[config.mk]
export PLATFORM = sky130hd
export DESIGN_NAME = motion_debounce_hold_timer
export DESIGN_NICKNAME = d
export VERILOG_FILES = /design/src/design/mdht_pkg.sv /design/src/design/motion_debounce_hold_timer.sv /design/src/design/mdht_step.sv
export SDC_FILE = /design/constraint.sdc
export NUM_CORES = 1
export LEC_CHECK = 0
export BUFFER_PORTS_ARGS = -buffer_cell sky130_fd_sc_hd__buf_2
export CAP_MARGIN = 30
export CORE_ASPECT_RATIO = 1.75
export CORE_MARGIN = 2
export CORE_UTILIZATION = 57
export DETAILED_ROUTE_END_ITERATION = 8
export PLACE_DENSITY = 0.76
export SYNTH_ARGS = -nofsm -noshare
export SYNTH_HDL_FRONTEND = slang
export SYNTH_SLANG_ARGS = --single-unit
export TNS_END_PERCENT = 50
[constraint.sdc]
create_clock -name clock -period 10.6 [get_ports clock]
set_input_delay 0.53 -clock clock [delete_from_list [all_inputs] [get_ports clock]]
set_output_delay 0.53 -clock clock [all_outputs]
set_load 0.01 [all_outputs]
[src/design/mdht_pkg.sv]
`timescale 1ns / 1ps
// Package for the motion debounce and hold timer: request and result types,
// poller state, register indexes and LED event codes. Depends on nothing.
package mdht_pkg;

   localparam logic [31:0] DEBOUNCE_MS   = 32'd50;
   localparam int unsigned MS_PER_SECOND = 1000;
   localparam int unsigned HOLD_MS_W     = 18;

   localparam int unsigned CSR_INDEX_W = 1;
   localparam logic [CSR_INDEX_W-1:0] CSR_AUTO_SEND    = 1'd0;
   localparam logic [CSR_INDEX_W-1:0] CSR_KEEP_SECONDS = 1'd1;

   localparam logic [1:0] LED_NONE  = 2'd0;
   localparam logic [1:0] LED_RED   = 2'd1;
   localparam logic [1:0] LED_GREEN = 2'd2;

   typedef struct packed {
      logic        pin_level;
      logic [31:0] now_ms;
   } req_type;

   typedef struct packed {
      logic       sensed;
      logic       report_valid;
      logic [1:0] led_event;
   } rsp_type;

   typedef struct packed {
      logic        last_raw;
      logic        stable_level;
      logic        debounce_busy;
      logic [31:0] change_stamp;
      logic        hold_running;
      logic [31:0] hold_start;
      logic        sensed_value;
   } state_type;

endpackage

[src/design/motion_debounce_hold_timer.sv]
`timescale 1ns / 1ps
// Motion sensor debouncer with a retriggerable off-delay, one result per poll.
// A request is registered in the stage, then its result in the output register.
// Throughput: one request per cycle unless rsp_stall holds a pending result.
// Reset: synchronous, active high; state clears, auto_send returns to 1.
// Depends on mdht_pkg and mdht_step.
module motion_debounce_hold_timer
   import mdht_pkg::*;
#(
   parameter int unsigned DEBOUNCE_TIME_MS = DEBOUNCE_MS
)
(
   input  logic                   clock,
   input  logic                   reset,
   input  logic                   req_valid,
   output logic                   req_stall,
   input  req_type                req_data,
   output logic                   rsp_valid,
   input  logic                   rsp_stall,
   output rsp_type                rsp_data,
   input  logic                   csr_valid,
   output logic                   csr_ready,
   input  logic [CSR_INDEX_W-1:0] csr_index,
   input  logic [7:0]             csr_wdata
);

   logic       stg_valid_ff, stg_valid_in;
   req_type    stg_data_ff;
   logic       out_valid_ff, out_valid_in;
   rsp_type    out_data_ff;
   state_type  state_ff, state_in;
   rsp_type    step_result;
   logic       auto_send_ff;
   logic [7:0] keep_seconds_ff;
   logic       out_free, advance, accept;

   assign out_free  = !out_valid_ff || !rsp_stall;
   assign advance   = stg_valid_ff && out_free;
   assign req_stall = stg_valid_ff && !out_free;
   assign accept    = req_valid && !req_stall;
   assign csr_ready = 1'b1;

   mdht_step #(
      .DEBOUNCE_TIME_MS (DEBOUNCE_TIME_MS)
   ) u_step (
      .st           (state_ff),
      .item         (stg_data_ff),
      .auto_send    (auto_send_ff),
      .keep_seconds (keep_seconds_ff),
      .st_next      (state_in),
      .result       (step_result)
   );

   always_comb begin
      stg_valid_in = stg_valid_ff;
      if (accept) begin
         stg_valid_in = 1'b1;
      end else if (advance) begin
         stg_valid_in = 1'b0;
      end
   end

   always_comb begin
      out_valid_in = out_valid_ff;
      if (advance) begin
         out_valid_in = 1'b1;
      end else if (out_free) begin
         out_valid_in = 1'b0;
      end
   end

   always_ff @(posedge clock) begin
      if (reset) begin
         stg_valid_ff <= 1'b0;
         out_valid_ff <= 1'b0;
         state_ff     <= '0;
      end else begin
         stg_valid_ff <= stg_valid_in;
         out_valid_ff <= out_valid_in;
         if (advance) begin
            state_ff <= state_in;
         end
      end
   end

   always_ff @(posedge clock) begin
      if (accept) begin
         stg_data_ff <= req_data;
      end
      if (advance) begin
         out_data_ff <= step_result;
      end
   end

   always_ff @(posedge clock) begin
      if (reset) begin
         auto_send_ff    <= 1'b1;
         keep_seconds_ff <= 8'd0;
      end else if (csr_valid && csr_ready) begin
         unique case (csr_index)
            CSR_AUTO_SEND:    auto_send_ff    <= csr_wdata[0];
            CSR_KEEP_SECONDS: keep_seconds_ff <= csr_wdata;
         endcase
      end
   end

   assign rsp_valid = out_valid_ff;
   assign rsp_data  = out_data_ff;

endmodule

[src/design/mdht_step.sv]
`timescale 1ns / 1ps
// Next-state and result logic for one poll of the debouncer and hold timer.
// Purely combinational; depends on mdht_pkg.
module mdht_step
   import mdht_pkg::*;
#(
   parameter int unsigned DEBOUNCE_TIME_MS = DEBOUNCE_MS
)
(
   input  state_type  st,
   input  req_type    item,
   input  logic       auto_send,
   input  logic [7:0] keep_seconds,
   output state_type  st_next,
   output rsp_type    result
);

   logic [HOLD_MS_W-1:0] hold_ms;
   logic [31:0]          deb_diff;
   logic [31:0]          hold_diff;
   logic [1:0]           led;
   logic                 report;

   assign hold_ms  = HOLD_MS_W'(keep_seconds) * HOLD_MS_W'(MS_PER_SECOND);
   assign deb_diff = item.now_ms - st.change_stamp;

   always_comb begin
      st_next   = st;
      led       = LED_NONE;
      report    = 1'b0;
      hold_diff = '0;
      if (item.pin_level != st.last_raw) begin
         st_next.debounce_busy = 1'b1;
         st_next.change_stamp  = item.now_ms;
         st_next.last_raw      = item.pin_level;
      end else begin
         if (st.debounce_busy && (deb_diff >= 32'(DEBOUNCE_TIME_MS))) begin
            if (item.pin_level != st.stable_level) begin
               st_next.stable_level = item.pin_level;
               st_next.sensed_value = item.pin_level;
               if (item.pin_level) begin
                  led                  = LED_GREEN;
                  st_next.hold_running = 1'b0;
                  report               = auto_send;
               end else begin
                  st_next.hold_start   = item.now_ms;
                  st_next.hold_running = 1'b1;
               end
            end
            st_next.debounce_busy = 1'b0;
         end
         hold_diff = item.now_ms - st_next.hold_start;
         if (st_next.hold_running && (hold_diff >= {{(32-HOLD_MS_W){1'b0}}, hold_ms})) begin
            led                  = LED_RED;
            st_next.sensed_value = 1'b0;
            report               = auto_send;
            st_next.hold_running = 1'b0;
         end
      end
   end

   assign result.sensed       = st_next.sensed_value;
   assign result.report_valid = report;
   assign result.led_event    = led;

endmodule

==> results of run 1 <==
synthesized netlist by cell type, types with 24 or more instances:
library cell | number | share of area
nand2_1 | 150 | 0.057
a21oi_1 | 125 | 0.063
ha_1 | 114 | 0.14
nor2_1 | 89 | 0.034
inv_1 | 83 | 0.031
dfxtp_1 | 80 | 0.16
a211oi_1 | 43 | 0.033
o21ai_0 | 41 | 0.021
edfxtp_1 | 37 | 0.11
clkbuf_1 | 35 | 0.013
mux2i_1 | 35 | 0.035
nand3_1 | 26 | 0.013
fa_1 | 24 | 0.048
layout make-up:
type,instances,area (um2)
flip-flops and latches,117,2710
multi-input cells,930,6700
clock buffers,18,439
fillers,1495,6120
well taps,227,284
inverters,83,312
repair buffers,57,298
clock inverters,13,159
registers in the layout (all words and copies together), names as in the netlist:
name,cells
state_ff,69
stg_data_ff,33
rsp_data,4
rsp_valid,1
auto_send_ff,1
keep_seconds_ff,8
stg_valid_ff,1
worst min path at each step:
stage,start,endpoint,slack [ps],depth (start not counted)
6_report,req_data[22],stg_data_ff[22],280,1
3_3_place_gp,state_ff[51],state_ff[51],440,2
4_1_cts,req_data[29],stg_data_ff[29],270,1
5_1_grt,req_data[29],stg_data_ff[29],270,1
3_5_place_dp,state_ff[41],state_ff[41],450,2
2_1_floorplan,state_ff[36],state_ff[36],440,2
through the flow:
step	hold WS (ps)	cells	cell area, um2
CTS	271	1445	10900
global route	274	1445	10900
global placement	441	1414	10300
finish	285	1445	10900
detailed placement	446	1414	10300
floorplan	436	1177	9920
cells in the final DEF (no fill, tap or decap), types with 17 or more instances in the layout:
cell       count
nand3_1       26
a21o_1        18
nor3_1        17
inv_1         83
o21ai_0       41
buf_2         52
nor2_1        87
xnor2_1       21
o21a_1        20
xor2_1        22
clkbuf_16     17
edfxtp_1      37
nand4_1       17
nand2_1      150
mux2i_1       35
a21oi_1      125
dfxtp_1       80
fa_1          24
ha_1         114
a211oi_1      43
logic make-up after synthesis:
logic type      after synthesis  synth area share
mux                          38            0.0387
buf+inv                     130            0.0531
fa+ha+maj                   138             0.192
xor+xnor                     43            0.0380
other cells                   1          0.000378
simple gates                362             0.170
compound gates              348             0.234
flops                       117             0.273
critical path: cells and delay by family (launching register included):
family	cells	cell delay, ps
multiplexers	1	300
AO/OA/AOI/OAI	14	4010
adder cells (fa/ha/maj)	5	1400
buffers and inverters	1	80
flip-flops	1	380
AND/OR/NAND/NOR	10	2310
XOR/XNOR	2	280
per-layer routing:
metal	routed length, um	vias up	share of wire	GRT usage
met5	0	-	0	0
met4	1250	0	0.049	0.154
met3	994	84	0.039	0.0380
met2	13500	259	0.53	0.523
met1	9730	4162	0.38	0.293
li1	-	4307	-	-
report_power, final:
group	internal, uW	total, uW	switching (uW)
registers	486	510	23.4
logic	173	431	258
clock network	372	584	211
total	1030	1520	493
==> metrics.yaml, run 1 <==
setup_path:
  r2r-start: "stg_data_ff[0]"
  r2r_setup_slack_ps: 1570
  timing.critical_path.mode_cell: "ha_1"
  worst_setup_path_start_kind: "flop"
  crit_start: "stg_data_ff[0]"
  endpoint_kind: "flop"
  critPathArrivalTime_ps: 9200
  worst_path_max_delay_cell: "o211ai_4"
  r2r_cells: 33
  slowest_delay_ps: 710
  timing.critical_path.to: "rsp_data[2]"
  r2r_end: "rsp_data[2]"
  cp_max_fo: 16
  worstSetupPathType: "reg2reg"
  worstPathRequired_ps: 10780
pwr:
  leakage_uw: 0.00460
  irDropWorstVdd_mv: 0.0828
  finalPower_uw: 1520
  p_per_area_nw_per_um2: 140
cts:
  cts.repair.resized: 0
  ctsHoldBuffers: 0
  cts.clk_slew.worst_paths_ps: 60
  cts-root-buf: "clkbuf_16"
  cts_tree: "built"
  clockBufferDepth: 2
  clock_sinks: 117
  cts_setup_buffers: 0
  htreeDepth: 4
  cts_buffers: 17
  insertion_delay_ps: 420
synth:
  synth_edf_count: 37
  ys_dominant_reg_cell: "dfxtp_1"
  yosysWarnings: 0
  synth_area_per_cell_um2: 8.43
  synth_area_um2: 9920
  yosysUniqueCellTypes: 83
  synthCells: 1177
  synth_nets: 1362
  ys_ff_latch: 117
  synthArstFlopShare: 0
  yosysSeqAreaShare: 0.273
route:
  drtIter0Drc: 459
  avgRoutedWirePerCell_um: 17.6
  routed_wl_um: 25400
  drc: 0
  detail-route-antenna-nets: 0
  dr.pass1.iters: 8
  via_per_inst: 6.10
  num_vias: 8812
run_status:
  status: "finished clean"
timing:
  period_minus_slack_ps: 9030
  finalSetupViolations: 0
  max_slew_margin: 0.276
  fin_ws_ps: 1570
  tns_ps: 0
  grt_setup_unrepaired: "no"
  final.period_utilization: 0.851
  finalClockSkew_ps: 8.03
  worst_pin_slew_ps: 1070
  max_freq_ghz: 0.111
  maxSlewViolCount: 0
  hold_viol_final: 0
job:
  cap_violations: 0
grt:
  antenna_found_initial: 0
  track_usage: 0.276
  gr-total-overflow: 0
  grt_max_degree: 81
  first_global_vias: 8487
  grt_pass1_wl_um: 40500
worst_hold_path:
  min_path_type: "in2reg"
placed_design:
  dp_hpwl_um: 19600
  dp_slack_ps: 1750
  gp_congestion: 1.07
  io_buffers: 52
die:
  die-height_um: 179
  die_area_um2: 18500
  die_x_um: 104
  initial_utilization: 0.583
  io_pins: 54
  coreArea_um2: 17000
  row_count: 63
layout:
  fin_util: 0.640
  nNetsFinal: 1391
  drive_gt1_frac: 0.0928
  antenna_cells: 0
  synthToLayoutAreaGrowth_pct: 9.90
(Power assumes the default switching activity.)
==> run 2, diff against run 1 <==
Settings changed: ABC_AREA set to 1.
==> run 2 against run 1 <==
  * Clock skew rose by 1.2 ps
  * Critical path type unchanged
  * Wire length increased by 21%
  * Area after synthesis rose by 5.0%
  * Largest cell class unchanged
==> metrics.yaml, run 2 <==
run_status:
  status: "finished clean"
die:
  die-height_um: 183  # +2.4%
  coreArea_um2: 18000  # +5.6%
  initial_utilization: 0.580  # -0.00306
  die_x_um: 106  # +2.4%
  row_count: 65  # +3.2%
  io_pins: 54  # unchanged
  die_area_um2: 19400  # +4.9%
synth:
  synth_area_per_cell_um2: 6.97  # -17%
  yosys-top-cells-area: "dfxtp_1, ha_1, nand2_1"
  synthCells: 1494  # +27%
  yosysWarnings: 0  # unchanged
  synth_edf_count: 37  # unchanged
  synth_most_common_cell: "nand2_1"
  synth_top_area_frac: 0.154  # -0.00770
  yosysUniqueCellTypes: 44  # -47%
  synth.largest_area_cell: "dfxtp_1"
  yosys-top-cells-count: "nand2_1, inv_1, a21oi_1"
  synth_area_um2: 10400  # +5.0%
  yosysSeqAreaShare: 0.260  # -0.0130
  ys_dominant_reg_cell: "dfxtp_1"
  synth_nets: 1679  # +23%
  ys_ff_latch: 117  # unchanged
  synthArstFlopShare: 0  # unchanged
cts:
  cts_setup_buffers: 0  # unchanged
  ctsHoldBuffers: 0  # unchanged
  clock_sinks: 117  # unchanged
  cts.clk_slew.worst_paths_ps: 60  # about the same
  cts-root-buf: "clkbuf_16"
  cts_buffers: 17  # unchanged
  cts.repair.resized: 0  # unchanged
  insertion_delay_ps: 430  # about the same
  cts_tree: "built"
  clockBufferDepth: 2  # unchanged
  htreeDepth: 4  # unchanged
timing:
  period_minus_slack_ps: 7510  # -1520 ps
  hold_viol_final: 0  # unchanged
  finalSetupViolations: 0  # unchanged
  worst_pin_slew_ps: 737  # -335 ps
  tns_ps: 0  # unchanged
  finalClockSkew_ps: 9.25  # +1.22 ps
  grt_setup_unrepaired: "no"
  max_freq_ghz: 0.133  # +20%
  max_slew_margin: 0.509  # +0.233
  final.period_utilization: 0.708  # -0.143
  maxSlewViolCount: 0  # unchanged
layout:
  largest_register_ffs: 69  # unchanged
  regMostFlops: "state_ff"
  final_common_cell: "nand2_1"
  layout_common_cells: "nand2_1, inv_1, a21oi_1, nor2_1, ha_1"
  synthToLayoutAreaGrowth_pct: 10.0
  fillCellCount: 1703  # +14%
  reg_top3: "state_ff x69, stg_data_ff x33, keep_seconds_ff x8"
  fin_util: 0.638  # -0.00255
  nNetsFinal: 1728  # +24%
  antenna_cells: 0  # unchanged
  drive_gt1_frac: 0.0810  # -0.0118
setup_path:
  path_delay_family: "simple AND/OR/NAND/NOR gates"
  crit_start: "stg_data_ff[1]"
  critPathArrivalTime_ps: 7700  # -1500 ps
  worst_setup_path_start_kind: "flop"
  worst-path-stages: 42  # +27%
  timing.critical_path.mode_cell: "nand2_1"
  path_buf_inv: 4  # +3
  endpoint_kind: "flop"
  cp_max_fo: 46  # +30
  r2r-start: "stg_data_ff[1]"
  worstPathRequired_ps: 10790  # about the same
  worstSetupPathType: "reg2reg"
  worst_path_max_delay_cell: "o21ai_0"
  r2r_cells: 42  # +27%
  slowest_delay_ps: 600  # -110 ps
route:
  drc: 0  # unchanged
  dr.pass1.iters: 6  # -2
  routed_wl_um: 30700  # +21%
  drtIter0Drc: 549  # +20%
  avgRoutedWirePerCell_um: 17.1  # -2.6%
  num_vias: 9967  # +13%
  via_per_inst: 5.57  # -8.7%
  detail-route-antenna-nets: 0  # unchanged
grt:
  gr-total-overflow: 0  # unchanged
  first_global_vias: 10300  # +21%
  antenna_found_initial: 0  # unchanged
  track_usage: 0.327  # +0.0513
  grt_max_degree: 74  # -8.6%
  grt_pass1_wl_um: 49100  # +21%
placed_design:
  io_buffers: 52  # unchanged
  dp_hpwl_um: 24600  # +26%
  gp_congestion: 1.00  # -6.6%
pwr:
  seqPwrFrac: 0.305  # -0.029
  switching_share: 0.372  # +0.0487
  clockPowerShare: 0.332  # -0.051
  finalPower_uw: 1700  # +11%
  switchingPower_uw: 632  # +28%
  irDropWorstVdd_mv: 0.152  # +83%
  p_per_area_nw_per_um2: 148  # +6.0%
  leakage_uw: 0.00585  # +27%
  p_comb_frac: 0.363  # +0.080
  internal_power_uw: 1070  # +3.4%
worst_hold_path:
  min_path_type: "in2reg"
  worstHoldStart: "req_data[29]"
  whs_path_depth: 1  # unchanged
job:
  cap_violations: 0  # unchanged
==> run 2: changes by cell type in the layout (fill, tap and decap cells not counted), sizes merged, moves of 18 or more <==
| cell | change |
|---|---|
| o21ai | +56 |
| o21a | -18 |
| nand3 | +42 |
| nand2 | +213 |
| inv | +183 |
| a211oi | -43 |
| nor2 | +32 |
==> run 2: per-layer routing <==
layer  vias to the layer above  routed length [um]  global-route usage
li1                       4943                   -                   -
met1                      4613               10900               0.316
met2                       294               16400               0.621
met3                       117                1160              0.0426
met4                         0                2260               0.237
met5                         -                   0                   0
==> run 2: worst paths after layout <==
kind,end,slack [ps]
hold / removal,stg_data_ff[29],270
setup / recovery,rsp_data[3],3090
setup reg to reg,rsp_data[3],3090
hold reg to reg,state_ff[59],460
==> run 2: area by class of cell <==
| cell class | instances | area (um2) | share of cell area |
|---|---|---|---|
| inverter | 265 | 995 | 0.0868 |
| clock inverter | 8 | 70.1 | 0.00611 |
| timing repair buffer | 57 | 318 | 0.0277 |
| tap | 234 | 293 | 0.0255 |
| clock buffer | 24 | 493 | 0.0430 |
| multi-input combinational | 1085 | 6580 | 0.574 |
| sequential | 117 | 2710 | 0.237 |
==> run 2: stage by stage <==
stage	instances	setup slack (ps)	instance area, um2	hold slack (ps)
finish	1790	3090	11500	273
global route	1790	2390	11500	271
CTS	1790	3120	11500	264
detailed placement	1758	3160	10900	453
global placement	1757	3260	10900	447
floorplan	1494	5100	10400	433
==> run 2: power by group through the flow <==
stage | clock (uW) | combinational, uW | sequential (uW)
finish | 564 | 617 | 518
global route | 587 | 705 | 521
CTS | 572 | 613 | 517
detailed placement | 0 | 608 | 526
global placement | 0 | 600 | 526
floorplan | 0 | 458 | 517
==> run 2: cell families after synthesis <==
kind of cell / count (synthesis) / synth area share
buffers and inverters: 292 / 0.108
flip-flops: 117 / 0.260
other: 1 / 0.000360
multiplexers: 20 / 0.0192
AND/OR/NAND/NOR: 603 / 0.246
XOR/XNOR: 44 / 0.0370
adder cells (fa/ha/maj): 138 / 0.183
AO/OA/AOI/OAI: 279 / 0.145
==> run 3, diff against run 2 <==
Settings changed: PLACE_DENSITY 0.76 to 0.79.
Clock period 10.6 ns to 6.6 ns, I/O delays scaled along.
==> run 3 against run 2 <==
  * Sequential power is 61% higher
  * Via count rose by 1.4%
  * Sequential cell count is the same
  * Power is 62% higher
  * Clock skew increased by 2.6 ps
  * Non-clock buffer count rose by 14
==> metrics.yaml, run 3 (synthesis results as in run 2) <==
cts:
  cts_buffers: 17  # unchanged
  ctsHoldBuffers: 0  # unchanged
  cts_tree: "built"
  clock_sinks: 117  # unchanged
  clockBufferDepth: 2  # unchanged
  cts-root-buf: "clkbuf_16"
  htreeDepth: 4  # unchanged
  insertion_delay_ps: 440  # about the same
  cts.clk_slew.worst_paths_ps: 60  # about the same
grt:
  first_global_vias: 10300  # +0.049%
  antenna_found_initial: 0  # unchanged
  track_usage: 0.326  # -0.00146
  gr-total-overflow: 0  # unchanged
  grt_pass1_wl_um: 48600  # -0.96%
  grt_max_degree: 74  # unchanged
setup_path:
  critPathArrivalTime_ps: 6420  # -1280 ps
  worstSetupPathType: "reg2reg"
  cp_max_fo: 11  # -76%
  r2r-start: "stg_data_ff[12]"
  crit_start: "stg_data_ff[12]"
  r2r_end: "rsp_data[3]"
  worst_setup_path_start_kind: "flop"
  endpoint_kind: "flop"
  timing.critical_path.mode_cell: "nand2_1"
  slowest_delay_ps: 480  # -120 ps
  r2r_setup_slack_ps: 370  # -2720 ps
  r2r_cells: 36  # -14%
  timing.critical_path.to: "rsp_data[3]"
  worst_path_max_delay_cell: "edfxtp_1"
  worstPathRequired_ps: 6790  # -4000 ps
timing:
  worst_pin_slew_ps: 704  # -32.6 ps
  tns_ps: 0  # unchanged
  final.period_utilization: 0.944  # +0.235
  max_freq_ghz: 0.161  # +21%
  finalClockSkew_ps: 11.9  # +2.65 ps
  finalSetupViolations: 0  # unchanged
  maxSlewViolCount: 0  # unchanged
  period_minus_slack_ps: 6230  # -1280 ps
  max_slew_margin: 0.531  # +0.0218
  hold_viol_final: 0  # unchanged
route:
  drc: 0  # unchanged
  drtIter0Drc: 643  # +17%
  via_per_inst: 5.60  # +0.50%
  routed_wl_um: 31100  # +1.2%
  dr.pass1.iters: 5  # -1
  num_vias: 10100  # +1.4%
  detail-route-antenna-nets: 0  # unchanged
  avgRoutedWirePerCell_um: 17.2  # +0.28%
layout:
  antenna_cells: 0  # unchanged
  final_common_cell: "nand2_1"
  reg_top3: "state_ff x69, stg_data_ff x33, keep_seconds_ff x8"
  drive_gt1_frac: 0.117  # +0.0361
  fillCellCount: 1645  # -3.4%
  largest_register_ffs: 69  # unchanged
  nNetsFinal: 1744  # +0.93%
  layout_common_cells: "nand2_1, inv_1, a21oi_1, nor2_1, ha_1"
  synthToLayoutAreaGrowth_pct: 13.3
  regMostFlops: "state_ff"
  fin_area_um2: 11800  # +2.9%
  layoutNonFillerInstCount: 1806  # +0.89%
die:
  io_pins: 54  # unchanged
  row_count: 65  # unchanged
  coreArea_um2: 18000  # unchanged
  die-height_um: 183  # unchanged
  die_x_um: 106  # unchanged
  die_area_um2: 19400  # unchanged
  initial_utilization: 0.580  # unchanged
placed_design:
  dp_cells: 1770  # +0.68%
  dp_hpwl_um: 24500  # -0.74%
  io_buffers: 52  # unchanged
  gp_congestion: 1.02  # +1.8%
  dpl-instance-area_um2: 11000  # +0.83%
run_status:
  status: "finished clean"
pwr:
  leakage_uw: 0.00591  # +0.93%
  irDropWorstVdd_mv: 0.266  # +75%
  p_per_area_nw_per_um2: 233  # +57%
  finalPower_uw: 2750  # +62%
worst_hold_path:
  worstHoldStart: "req_data[31]"
  min_path_type: "in2reg"
job:
  cap_violations: 0  # unchanged
==> run 3: cell count changes in the layout (fill, tap and decap cells not counted), moves of 7 or more <==
cell | previous run | this run
a21oi_1 | 129 | 122
a21oi_2 | 3 | 10
buf_4 | 4 | 17
ha_1 | 114 | 105
nor2_1 | 119 | 112
ha_2 | 0 | 7
==> run 3: final cells by class <==
cell class | instances | area, um2 | share of cell area
well taps | 234 | 293 | 0.0248
repair buffers | 71 | 435 | 0.0369
clock inverters | 7 | 41.3 | 0.00350
multi-input cells | 1087 | 6800 | 0.576
inverters | 265 | 995 | 0.0843
flip-flops and latches | 117 | 2710 | 0.230
clock buffers | 25 | 527 | 0.0446
==> run 3: worst max-delay path: cells and delay by family (launching register included) <==
kind                       cells  cell delay [ps]
AOI/OAI and AO/OA              4              800
muxes                          1              260
xor gates and xnor gates       1              130
and+or+nand+nor               25             2970
adders and majority gates      3             1060
DFF                            1              480
buffers and inverters          2              270
==> run 3: how the worst min path moves through the flow <==
| stage | to | slack [ps] | cells after the start |
|---|---|---|---|
| after floorplan | stg_data_ff[0] | 430 | 0 |
| after CTS | stg_data_ff[31] | 50 | 1 |
| final | stg_data_ff[31] | 70 | 1 |
| after global routing | stg_data_ff[16] | 60 | 1 |
| after global placement | state_ff[63] | 440 | 2 |
| after detailed placement | state_ff[63] | 450 | 2 |
==> run 3: routing by layer <==
metal,part of all wire,vias to the layer above,global-route usage
met1,0.35,4686,0.306
met4,0.076,0,0.242
met3,0.037,136,0.0490
met5,0,-,0
li1,-,4970,-
met2,0.54,314,0.621
==> run 3: power by group <==
| group | internal [uW] | switching (uW) | leakage (uW) | total [uW] |
|---|---|---|---|---|
| clock network | 548 | 341 | 0.000281 | 890 |
| logic | 387 | 641 | 0.00461 | 1030 |
| registers | 791 | 41.3 | 0.00102 | 832 |
==> run 3: stage by stage <==
step,utilization,hold slack [ps],worst slack [ps]
detailed placement,0.611,454,63.9
CTS,0.643,53.8,7.98
global route,0.657,57.2,-75.0
finish,0.657,66.0,373
global placement,0.610,444,156
floorplan,-,429,1100
==> run 3: what timing repair did <==
item,4_1_cts,5_1_grt
setup endpoints to repair,0,5
resized for setup,0,56
setup buffers,0,2
